**src/hw/rtl/sjf_pkg.sv**
```systemverilog
// Package for the non-preemptive shortest-job-first scheduler.
// Holds the table depth, derived widths and the state encoding.
// No dependencies.
package sjf_pkg;

    localparam int MAX_PROCS = 32;
    localparam int IDX_W     = (MAX_PROCS > 1) ? $clog2(MAX_PROCS) : 1;
    localparam int CNT_W     = $clog2(MAX_PROCS + 1);
    localparam int TIME_W    = 22;
    localparam int FIELD_W   = 16;
    localparam int PIDX_W    = 5;

    typedef enum logic [2:0] {
        ST_LOAD   = 3'b001,
        ST_SCAN   = 3'b010,
        ST_DECIDE = 3'b100
    } sjf_state_t;

    typedef struct packed {
        logic [FIELD_W-1:0] arrival;
        logic [FIELD_W-1:0] burst;
    } sjf_entry_t;

endpackage

```
**src/hw/rtl/nonpreemptive_sjf_scheduler_unit.sv**
```systemverilog
// Non-preemptive shortest-job-first scheduler; depends on sjf_pkg. Loads a process
// table at one word a cycle, then emits one result word per process in run order.
// Each decision is a scan of the table RAM (one read a cycle, read data registered) plus
// a decide state, and a further scan for each jump of time to the next arrival;
// input stalls until the set's last result is issued.
// Reset is synchronous, active low, clears control state and done flags, not the RAM.
module nonpreemptive_sjf_scheduler_unit (
    input  logic                          aclk,
    input  logic                          aresetn,
    input  logic                          s_valid,
    output logic                          s_ready,
    input  logic [sjf_pkg::FIELD_W-1:0]   s_arrival_time,
    input  logic [sjf_pkg::FIELD_W-1:0]   s_burst_time,
    input  logic                          s_last_process,
    output logic                          m_valid,
    input  logic                          m_ready,
    output logic [sjf_pkg::PIDX_W-1:0]    m_process_index,
    output logic [sjf_pkg::TIME_W-1:0]    m_completion_time,
    output logic [sjf_pkg::TIME_W-1:0]    m_turnaround_time,
    output logic [sjf_pkg::TIME_W-1:0]    m_waiting_time,
    output logic                          m_last_result
);
    import sjf_pkg::*;

    sjf_state_t             state_reg, state_next;
    logic [CNT_W-1:0]       loaded_reg, loaded_next;
    logic [CNT_W-1:0]       finished_reg, finished_next;
    logic [TIME_W-1:0]      time_reg, time_next;
    logic [MAX_PROCS-1:0]   done_reg, done_next;
    logic [CNT_W-1:0]       issue_reg, issue_next;
    logic                   rd_vld_reg, rd_vld_next;
    logic [IDX_W-1:0]       rd_idx_reg, rd_idx_next;
    logic                   found_reg, found_next;
    logic                   any_reg, any_next;
    logic [IDX_W-1:0]       pick_reg, pick_next;
    logic [FIELD_W-1:0]     best_bur_reg, best_bur_next;
    logic [FIELD_W-1:0]     best_arr_reg, best_arr_next;
    logic [FIELD_W-1:0]     earliest_reg, earliest_next;

    logic                   m_valid_reg, m_valid_next;
    logic [PIDX_W-1:0]      pidx_reg, pidx_next;
    logic [TIME_W-1:0]      comp_reg, comp_next;
    logic [TIME_W-1:0]      tat_reg, tat_next;
    logic [TIME_W-1:0]      wait_reg, wait_next;
    logic                   last_reg, last_next;

    sjf_entry_t             mem [MAX_PROCS];
    sjf_entry_t             rd_data_reg;
    logic                   mem_we, mem_re;
    logic [IDX_W-1:0]       rd_addr;

    logic                   in_fire;
    logic                   out_free;
    logic [TIME_W-1:0]      arr_ext, bur_ext;
    logic [TIME_W-1:0]      comp_val, wait_val;

    assign s_ready = (state_reg == ST_LOAD);
    assign in_fire = s_valid && s_ready;
    assign mem_we  = in_fire && (loaded_reg < CNT_W'(MAX_PROCS));
    assign mem_re  = (state_reg == ST_SCAN) && (issue_reg < loaded_reg);
    assign rd_addr = issue_reg[IDX_W-1:0];
    assign out_free = !m_valid_reg || m_ready;

    assign arr_ext  = TIME_W'(best_arr_reg);
    assign bur_ext  = TIME_W'(best_bur_reg);
    assign comp_val = time_reg + bur_ext;
    // waiting time = start - arrival, so turnaround = waiting + burst
    assign wait_val = time_reg - arr_ext;

    always_ff @(posedge aclk) begin
        if (mem_we) begin
            mem[loaded_reg[IDX_W-1:0]] <= '{arrival: s_arrival_time, burst: s_burst_time};
        end
        if (mem_re) begin
            rd_data_reg <= mem[rd_addr];
        end
    end

    always_comb begin
        state_next    = state_reg;
        loaded_next   = loaded_reg;
        finished_next = finished_reg;
        time_next     = time_reg;
        done_next     = done_reg;
        issue_next    = issue_reg;
        rd_vld_next   = mem_re;
        rd_idx_next   = rd_addr;
        found_next    = found_reg;
        any_next      = any_reg;
        pick_next     = pick_reg;
        best_bur_next = best_bur_reg;
        best_arr_next = best_arr_reg;
        earliest_next = earliest_reg;
        m_valid_next  = m_valid_reg && !m_ready;
        pidx_next     = pidx_reg;
        comp_next     = comp_reg;
        tat_next      = tat_reg;
        wait_next     = wait_reg;
        last_next     = last_reg;

        // evaluate the entry read in the previous cycle
        if (rd_vld_reg && !done_reg[rd_idx_reg]) begin
            if (!any_reg || rd_data_reg.arrival < earliest_reg) begin
                earliest_next = rd_data_reg.arrival;
                any_next      = 1'b1;
            end
            if ((TIME_W'(rd_data_reg.arrival) <= time_reg) &&
                (!found_reg || rd_data_reg.burst < best_bur_reg)) begin
                found_next    = 1'b1;
                pick_next     = rd_idx_reg;
                best_bur_next = rd_data_reg.burst;
                best_arr_next = rd_data_reg.arrival;
            end
        end

        case (state_reg)
            ST_LOAD: begin
                if (in_fire) begin
                    if (mem_we) begin
                        loaded_next = loaded_reg + 1'b1;
                    end
                    if (s_last_process) begin
                        state_next = ST_SCAN;
                        issue_next = '0;
                        found_next = 1'b0;
                        any_next   = 1'b0;
                    end
                end
            end
            ST_SCAN: begin
                if (mem_re) begin
                    issue_next = issue_reg + 1'b1;
                end else if (!rd_vld_reg) begin
                    state_next = ST_DECIDE;
                end
            end
            ST_DECIDE: begin
                if (!found_reg) begin
                    // nothing has arrived: jump to the earliest pending arrival
                    time_next  = TIME_W'(earliest_reg);
                    state_next = ST_SCAN;
                    issue_next = '0;
                    any_next   = 1'b0;
                end else if (out_free) begin
                    m_valid_next = 1'b1;
                    pidx_next    = PIDX_W'(pick_reg);
                    comp_next    = comp_val;
                    wait_next    = wait_val;
                    tat_next     = wait_val + bur_ext;
                    last_next    = ((finished_reg + 1'b1) == loaded_reg);
                    issue_next   = '0;
                    found_next   = 1'b0;
                    any_next     = 1'b0;
                    if ((finished_reg + 1'b1) == loaded_reg) begin
                        state_next    = ST_LOAD;
                        loaded_next   = '0;
                        finished_next = '0;
                        time_next     = '0;
                        done_next     = '0;
                    end else begin
                        state_next          = ST_SCAN;
                        finished_next       = finished_reg + 1'b1;
                        time_next           = comp_val;
                        done_next[pick_reg] = 1'b1;
                    end
                end
            end
            default: begin
                state_next = ST_LOAD;
            end
        endcase
    end

    always_ff @(posedge aclk) begin
        if (!aresetn) begin
            state_reg    <= ST_LOAD;
            loaded_reg   <= '0;
            finished_reg <= '0;
            time_reg     <= '0;
            done_reg     <= '0;
            issue_reg    <= '0;
            rd_vld_reg   <= 1'b0;
            found_reg    <= 1'b0;
            any_reg      <= 1'b0;
            m_valid_reg  <= 1'b0;
        end else begin
            state_reg    <= state_next;
            loaded_reg   <= loaded_next;
            finished_reg <= finished_next;
            time_reg     <= time_next;
            done_reg     <= done_next;
            issue_reg    <= issue_next;
            rd_vld_reg   <= rd_vld_next;
            found_reg    <= found_next;
            any_reg      <= any_next;
            m_valid_reg  <= m_valid_next;
        end
    end

    always_ff @(posedge aclk) begin
        rd_idx_reg   <= rd_idx_next;
        pick_reg     <= pick_next;
        best_bur_reg <= best_bur_next;
        best_arr_reg <= best_arr_next;
        earliest_reg <= earliest_next;
        pidx_reg     <= pidx_next;
        comp_reg     <= comp_next;
        tat_reg      <= tat_next;
        wait_reg     <= wait_next;
        last_reg     <= last_next;
    end

    assign m_valid           = m_valid_reg;
    assign m_process_index   = pidx_reg;
    assign m_completion_time = comp_reg;
    assign m_turnaround_time = tat_reg;
    assign m_waiting_time    = wait_reg;
    assign m_last_result     = last_reg;

endmodule

```
**config.mk**
```make
export PLATFORM = sky130hd
export DESIGN_NAME = nonpreemptive_sjf_scheduler_unit
export DESIGN_NICKNAME = d
export VERILOG_FILES = /design/src/hw/rtl/sjf_pkg.sv /design/src/hw/rtl/nonpreemptive_sjf_scheduler_unit.sv
export SDC_FILE = /design/constraint.sdc
export NUM_CORES = 1
export LEC_CHECK = 0
export BUFFER_PORTS_ARGS = -buffer_cell sky130_fd_sc_hd__buf_2
export CORE_ASPECT_RATIO = 0.5
export CORE_UTILIZATION = 35
export CTS_BUF_LIST = sky130_fd_sc_hd__clkbuf_16
export CTS_CLUSTER_DIAMETER = 60
export DETAILED_ROUTE_END_ITERATION = 10
export PLACE_DENSITY = 0.48
export SYNTH_ARGS = -nofsm -noshare
export SYNTH_HDL_FRONTEND = slang
export SYNTH_SLANG_ARGS = --single-unit
```
**constraint.sdc**
```tcl
create_clock -name aclk -period 5.2 [get_ports aclk]
set_clock_uncertainty 0.2 [all_clocks]
set_input_delay 0.26 -clock aclk [delete_from_list [all_inputs] [get_ports aclk]]
set_output_delay 0.26 -clock aclk [all_outputs]
set_load 0.05 [all_outputs]
```
# [Word level (Yosys, flattened, before mapping)]
# Memory sizes are Yosys's and may differ from the RTL's. A register that Yosys moved wholly into a read port is not among the register bits.
# Index checks and enable logic that the tools add are counted.
[classes] addsub=6 n_lt_le_gt_ge=8 n_eq_ne=15 muxes=48 bitwise=1 reduce_logical=24
[ops] operator="22-bit two-way mux" count=3
[ops] operator="6-bit two-way mux" count=11
[ops] operator="22-bit by 16-bit adder with 22-bit output" count=2
[ops] operator="16-bit less-than comparator" count=2
[ops] operator="32-bit two-way mux" count=1
[ops] operator="32-bit bitwise OR" count=1
[ops] operator="16-bit by 22-bit less-or-equal comparator with 1-bit output" count=1
[ops] operator="22-bit by 16-bit subtractor with 22-bit output" count=1
[ops] operator="1-bit two-way mux" count=19
[ops] operator="6-bit by 1-bit adder with 6-bit output, second input constant" count=3
[ops] operator="3-bit two-way mux" count=6
[ops] operator="6-bit one-hot mux with 3 select lines" count=1
[ops] operator="5-bit by 6-bit less-than comparator with 1-bit output, second input constant" count=2
[ops] operator="2-bit != test, second input constant" count=6
[ops] operator="6-bit one-hot mux with 2 select lines" count=1
[ops] operator="5-bit AND reduction" count=2
[ops] operator="3-bit one-hot mux with 3 select lines" count=1
[ops] operator="2-bit by 1-bit != test with 1-bit output, second input constant" count=4
[ops] operator="1-bit logical AND" count=7
[ops] operator="6-bit equality test" count=1
[ops] operator="6-bit less-than comparator" count=1
[ops] operator="6-bit less-than comparator, second input constant" count=1
[ops] operator="2-bit AND reduction" count=3
[ops] operator="6-bit AND reduction" count=1
[ops] operator="14 further kinds" count=21
[word_totals] register_bits=209 mem_bits_rw=1024 wordCells=123 memories=1
[mem_list] name="mem" depth=32 word_bits=32 read_ports=1 rd_ports_with_merged_regs=1 write_ports=1 line_no="nonpreemptive_sjf_scheduler_unit.sv:47" text="sjf_entry_t mem [MAX_PROCS];"

# [Longest topological paths before layout]
[depth] ltp_word=8 depth_mapped=19 ltp_nobuf=19

# [Worst setup path after synthesis]
# Ideal clock, no wire load.
[synth_path] path_type="flip-flop to flip-flop" from="register rd_idx_reg[0]" to="register best_arr_reg[0], enable pin" setup_ns=0.441 arrival_ns=3.977 required_ns=4.559 setup_slack_ns=0.582 path_stages_with_launch=8 synth_period_minus_slack_ns=4.618 cell_sequence="dfxtp_1 -> clkbuf_1 -> mux4_2 -> mux4_2 -> mux2i_1 -> nand2_1 -> a21oi_1 -> a21boi_1"
[synth_via] elab_chain_len=5
[synth_rtl] element="start, declared" line_no="nonpreemptive_sjf_scheduler_unit.sv:32" text="logic [IDX_W-1:0] rd_idx_reg, rd_idx_next;"
[synth_rtl] element="start signal, assigned" line_no="nonpreemptive_sjf_scheduler_unit.sv:201" text="rd_idx_reg <= rd_idx_next;"
[synth_rtl] element="1-bit binary-select mux with 5-bit select" line_no="nonpreemptive_sjf_scheduler_unit.sv:102" text="if (rd_vld_reg && !done_reg[rd_idx_reg]) begin"
[synth_rtl] element="1-bit two-way mux (implied by the code)" line_no="nonpreemptive_sjf_scheduler_unit.sv:102"
[synth_rtl] element="1-bit zero test" line_no="nonpreemptive_sjf_scheduler_unit.sv:102"
[synth_rtl] element="1-bit logical AND" line_no="nonpreemptive_sjf_scheduler_unit.sv:102"
[synth_rtl] element="2-bit AND reduction (no line)"
[synth_rtl] element="end signal, assigned" line_no="nonpreemptive_sjf_scheduler_unit.sv:204" text="best_arr_reg <= best_arr_next;"
[synth_rtl] element="end, declared" line_no="nonpreemptive_sjf_scheduler_unit.sv:37" text="logic [FIELD_W-1:0] best_arr_reg, best_arr_next;"
# Every way passes these cells. The select of a mux whose other input is x is not followed.
# A chain may end at the register's enable or synchronous reset.

# [Worst setup path in the final report]
[layout_path] from="register time_reg[0]" to="register tat_reg[21] (netlist: m_turnaround_time[21]), data pin"
[layout_via] elab_chain_len=2
[layout_rtl] element="start, declared" line_no="nonpreemptive_sjf_scheduler_unit.sv:28" text="logic [TIME_W-1:0] time_reg, time_next;"
[layout_rtl] element="start signal, assigned" line_no="nonpreemptive_sjf_scheduler_unit.sv:190" text="time_reg <= time_next;"
[layout_rtl] element="22-bit by 16-bit subtractor with 22-bit output" line_no="nonpreemptive_sjf_scheduler_unit.sv:68" text="assign wait_val = time_reg - arr_ext;"
[layout_rtl] element="named net wait_val[10]" line_no="nonpreemptive_sjf_scheduler_unit.sv:55" text="logic [TIME_W-1:0] comp_val, wait_val;"
[layout_rtl] element="22-bit by 16-bit adder with 22-bit output" line_no="nonpreemptive_sjf_scheduler_unit.sv:149" text="tat_next = wait_val + bur_ext;"
[layout_rtl] element="end signal, assigned" line_no="nonpreemptive_sjf_scheduler_unit.sv:208" text="tat_reg <= tat_next;"
[layout_rtl] element="end, declared" line_no="nonpreemptive_sjf_scheduler_unit.sv:43" text="logic [TIME_W-1:0] tat_reg, tat_next;"
# The timed path passes the listed nets, and every way through them passes these cells.

==> impl_metrics.csv <==
group,metric,value,unit
synthesis,ys_ff_latch,1265,
synthesis,synthFlopType,"edfxtp_1",
clock_tree,cts_buffer_depth,3,
placed_design,dpl.hpwl,75.5,mm
placed_design,dp.cells,4613,
synthesis,yosys.cell_types.count,86,
floorplanning,rows,98,
floorplanning,die_w,543,um
clock_tree,clk_pin_slew_worst_paths,0.06,ns
synthesis,synth-edff-count,1181,
detailed_routing,wl,133,mm
finish,drive_gt1_share,26.1,%
floorplanning,dieArea,148000,um2
timing,tightest_slew,1.12,ns
timing,fin_crit_sh,91.4,%
critical_path,crit_path_start_kind,"register",
synthesis,synth_fa_ha_area_share,2.73,%
outcome,outcome,"complete, no violations",
finish,layout_common_cells,"edfxtp_1 (1181), mux4_2 (330), inv_1 (129), clkbuf_16 (123), buf_2 (110)",
timing,fin_crit,4.75,ns
critical_path,ff2ff_setup_slack,0.45,ns
clock_tree,cts_root_buffer,"clkbuf_16",
detailed_routing,firstDrtPassIters,5,
hold_path,holdPathEnd,"found_reg$_SDFF_PN0_",
global_routing,grt_max_degree,101,
finish,layout_commonest_cell,"edfxtp_1",
detailed_routing,routed_via_density,5.28,
clock_tree,insertion_delay,0.76,ns
floorplanning,coreArea,144000,um2
timing,slew_violations,0,
synthesis,syn_area,51200,um2
critical_path,ff2ff_path_depth,19,
detailed_routing,drtAntennaViolNets,0,
power_and_ir_drop,leakage,18.9,nW
detailed_routing,drt_iter0_drc,2457,
critical_path,critPathRequiredTime,5.48,ns
floorplanning,initial_core_util,35.6,%
finish,largest_reg_flops,1024,
detailed_routing,dr_total_vias,25733,
timing,fmax,0.210,GHz
synthesis,synth_top_family_by_area,"multiplexers",
placed_design,io_buffer_count,110,
placed_design,pre_cts_ws,0.424,ns
synthesis,synth_simple_gate_area_share,2.97,%
finish,seq_area,37200,um2
timing,slew_headroom,24.5,%
finish,nets,2968,
placed_design,gp_congestion,0.813,
detailed_routing,routedWlPerCell,27.3,um
finish,syn2layout_area_growth,14.8,%
clock_tree,cts_tree,"built",
critical_path,path_max_fanout,5,
critical_path,crit_arrival,5.03,ns
synthesis,syn_inst,2598,
floorplanning,num_io_pins,111,
critical_path,startpoint,"time_reg[0]$_SDFFE_PN0P_",
clock_tree,cts-htree-levels,3,
timing,setup_viol,0,
timing,rsz0062_at_grt,"false",
critical_path,path_class,"reg -> reg",
critical_path,r2r-end,"m_turnaround_time[21]$_DFFE_PP_",
synthesis,muxShareOfSynthArea,15.3,%
power_and_ir_drop,ir_drop,269,uV
hold_path,min_from,"aresetn",
detailed_routing,drc,0,
critical_path,end_kind,"register",
global_routing,globalRouteTotalUtil,18.1,%
synthesis,syn_nets,2745,
hold_path,holdPathStages,3,
floorplanning,die_h,273,um
finish,fillers,12763,
synthesis,synthArstFlopShare,0,%
synthesis,synth-compound-area-share,3.60,%
clock_tree,numCtsBuffers,118,
synthesis,yosysSeqAreaShare,72.5,%
timing,fin_setup_tns,0,ns
finish,final_cells,4872,
finish,multi_input_area,13500,um2
global_routing,grt_pass1_vias,26354,
timing,finalWorstSetupSlack,0.448,ns
global_routing,grt_first_pass_wirelength,192,mm
critical_path,r2r_start,"time_reg[0]$_SDFFE_PN0P_",
power_and_ir_drop,p_per_area,392,nW/um2
synthesis,yosysWarnings,0,
timing,final_hold_viol_count,0,
job,max-cap-violations,0,
clock_tree,cts_resized,0,
hold_path,min_path_type,"in -> reg",
clock_tree,clock_sinks,1265,
synthesis,synth_xor_xnor_area_share,1.32,%
global_routing,globalRouteOverflowTotal,0,
global_routing,antenna_found_initial,5,
synthesis,avgSynthCellArea,19.7,um2
-- layer usage --
| layer | wire, um | up-vias | track usage [%] |
|---|---|---|---|
| met1 | 62400 | 13888 | 26.5 |
| met2 | 60800 | 624 | 28.2 |
| met4 | 2340 | 0 | 3.64 |
| met5 | 0 | - | 0 |
| met3 | 7500 | 158 | 3.63 |
| li1 | - | 11063 | - |
-- cell usage after synthesis, drive strengths merged (3+ instances only) --
library cell  count  area share [%]
nand4             9            0.11
xor2             19            0.34
and3             13            0.16
dfxtp            84             3.3
a211oi           27            0.43
a21o             37            0.54
nand2            56            0.41
a221oi           13            0.22
fa                3            0.12
inv              89            0.65
o211ai            7            0.12
a31o              3           0.051
o211a             3           0.059
nor4              7            0.11
buf              38            0.35
mux2             32            0.70
a21boi            3           0.051
a31oi             6            0.10
nor2b             8            0.11
and4              3           0.051
a22oi             3           0.044
o21a             15            0.25
nor3             23            0.23
a2111o            3           0.066
a21oi            82            0.80
xnor2            51            0.94
nor3b             4           0.068
nand2b           10            0.12
o21bai            3           0.044
nand3            27            0.29
and2b             3           0.049
and2              3           0.037
mux4            330              15
ha              107             2.6
o21ai            41            0.41
clkbuf           72            0.61
nor2            140             1.0
or3              10            0.13
edfxtp         1181              69
-- layout make-up --
type                    count  area share (%)
diodes                      2         0.00851
clock buffers             123            5.24
clock inverters            96            1.09
inverters                  89           0.570
multi-input cells        1133            23.0
flip-flops and latches   1265            63.2
well taps                1950            4.15
repair buffers            214            2.75
-- repair_timing --
| action | in CTS | in global routing |
|---|---|---|
| setup buffers | 0 | 0 |
| endpoints found under the setup margin | 0 | 0 |
| hold endpoints to repair | 1059 | 0 |
| hold buffers | 38 | 0 |
-- kinds of logic after synthesis --
group / after synthesis
XOR/XNOR: 71
AO/OA/AOI/OAI: 268
multiplexers: 364
AND/OR/NAND/NOR: 320
buffers and inverters: 200
adder cells (fa/ha/maj): 110
flip-flops: 1265
-- per-stage QoR --
stage	util, %	instance area (um2)	total power [mW]	hold slack (ns)
after floorplan	-	51200	13.8	0.153
after global placement	38.0	54700	14.9	0.235
after detailed placement	38.0	54700	14.9	0.243
after CTS	40.8	58800	23.3	0.208
after global routing	40.8	58800	23.9	0.230
final	40.8	58800	23.0	0.247
-- worst max-delay path, cell delays in order (launching register included) --
cell	delay (ns)
dfxtp_1	0.36
inv_1	0.08
ha_1	0.26
fa_1	0.43
nand2b_1	0.19
a21oi_1	0.30
o22a_1	0.22
a21oi_1	0.08
o21bai_1	0.21
xor2_1	0.28
ha_1	0.33
a21o_1	0.18
a31o_2	0.21
a21boi_0	0.16
a21bo_2	0.26
nor3_1	0.22
o21ai_0	0.18
nand2_1	0.16
nor4_4	0.06
xor2_1	0.14
-- how the worst max path moves through the flow --
stage	cells after the start	slack, ns	to
floorplan	7	0.58	best_arr_reg[0]$_DFFE_PP_
CTS	19	0.41	m_turnaround_time[21]$_DFFE_PP_
global placement	19	0.47	m_turnaround_time[21]$_DFFE_PP_
finish	19	0.45	m_turnaround_time[21]$_DFFE_PP_
global route	19	0.08	m_turnaround_time[21]$_DFFE_PP_
detailed placement	19	0.42	m_turnaround_time[21]$_DFFE_PP_
-- where the power goes --
group	internal [mW]	switching [mW]
registers	11.4	0.133
logic	1.40	1.72
clock network	4.52	3.88
(Power assumes the default switching activity.)
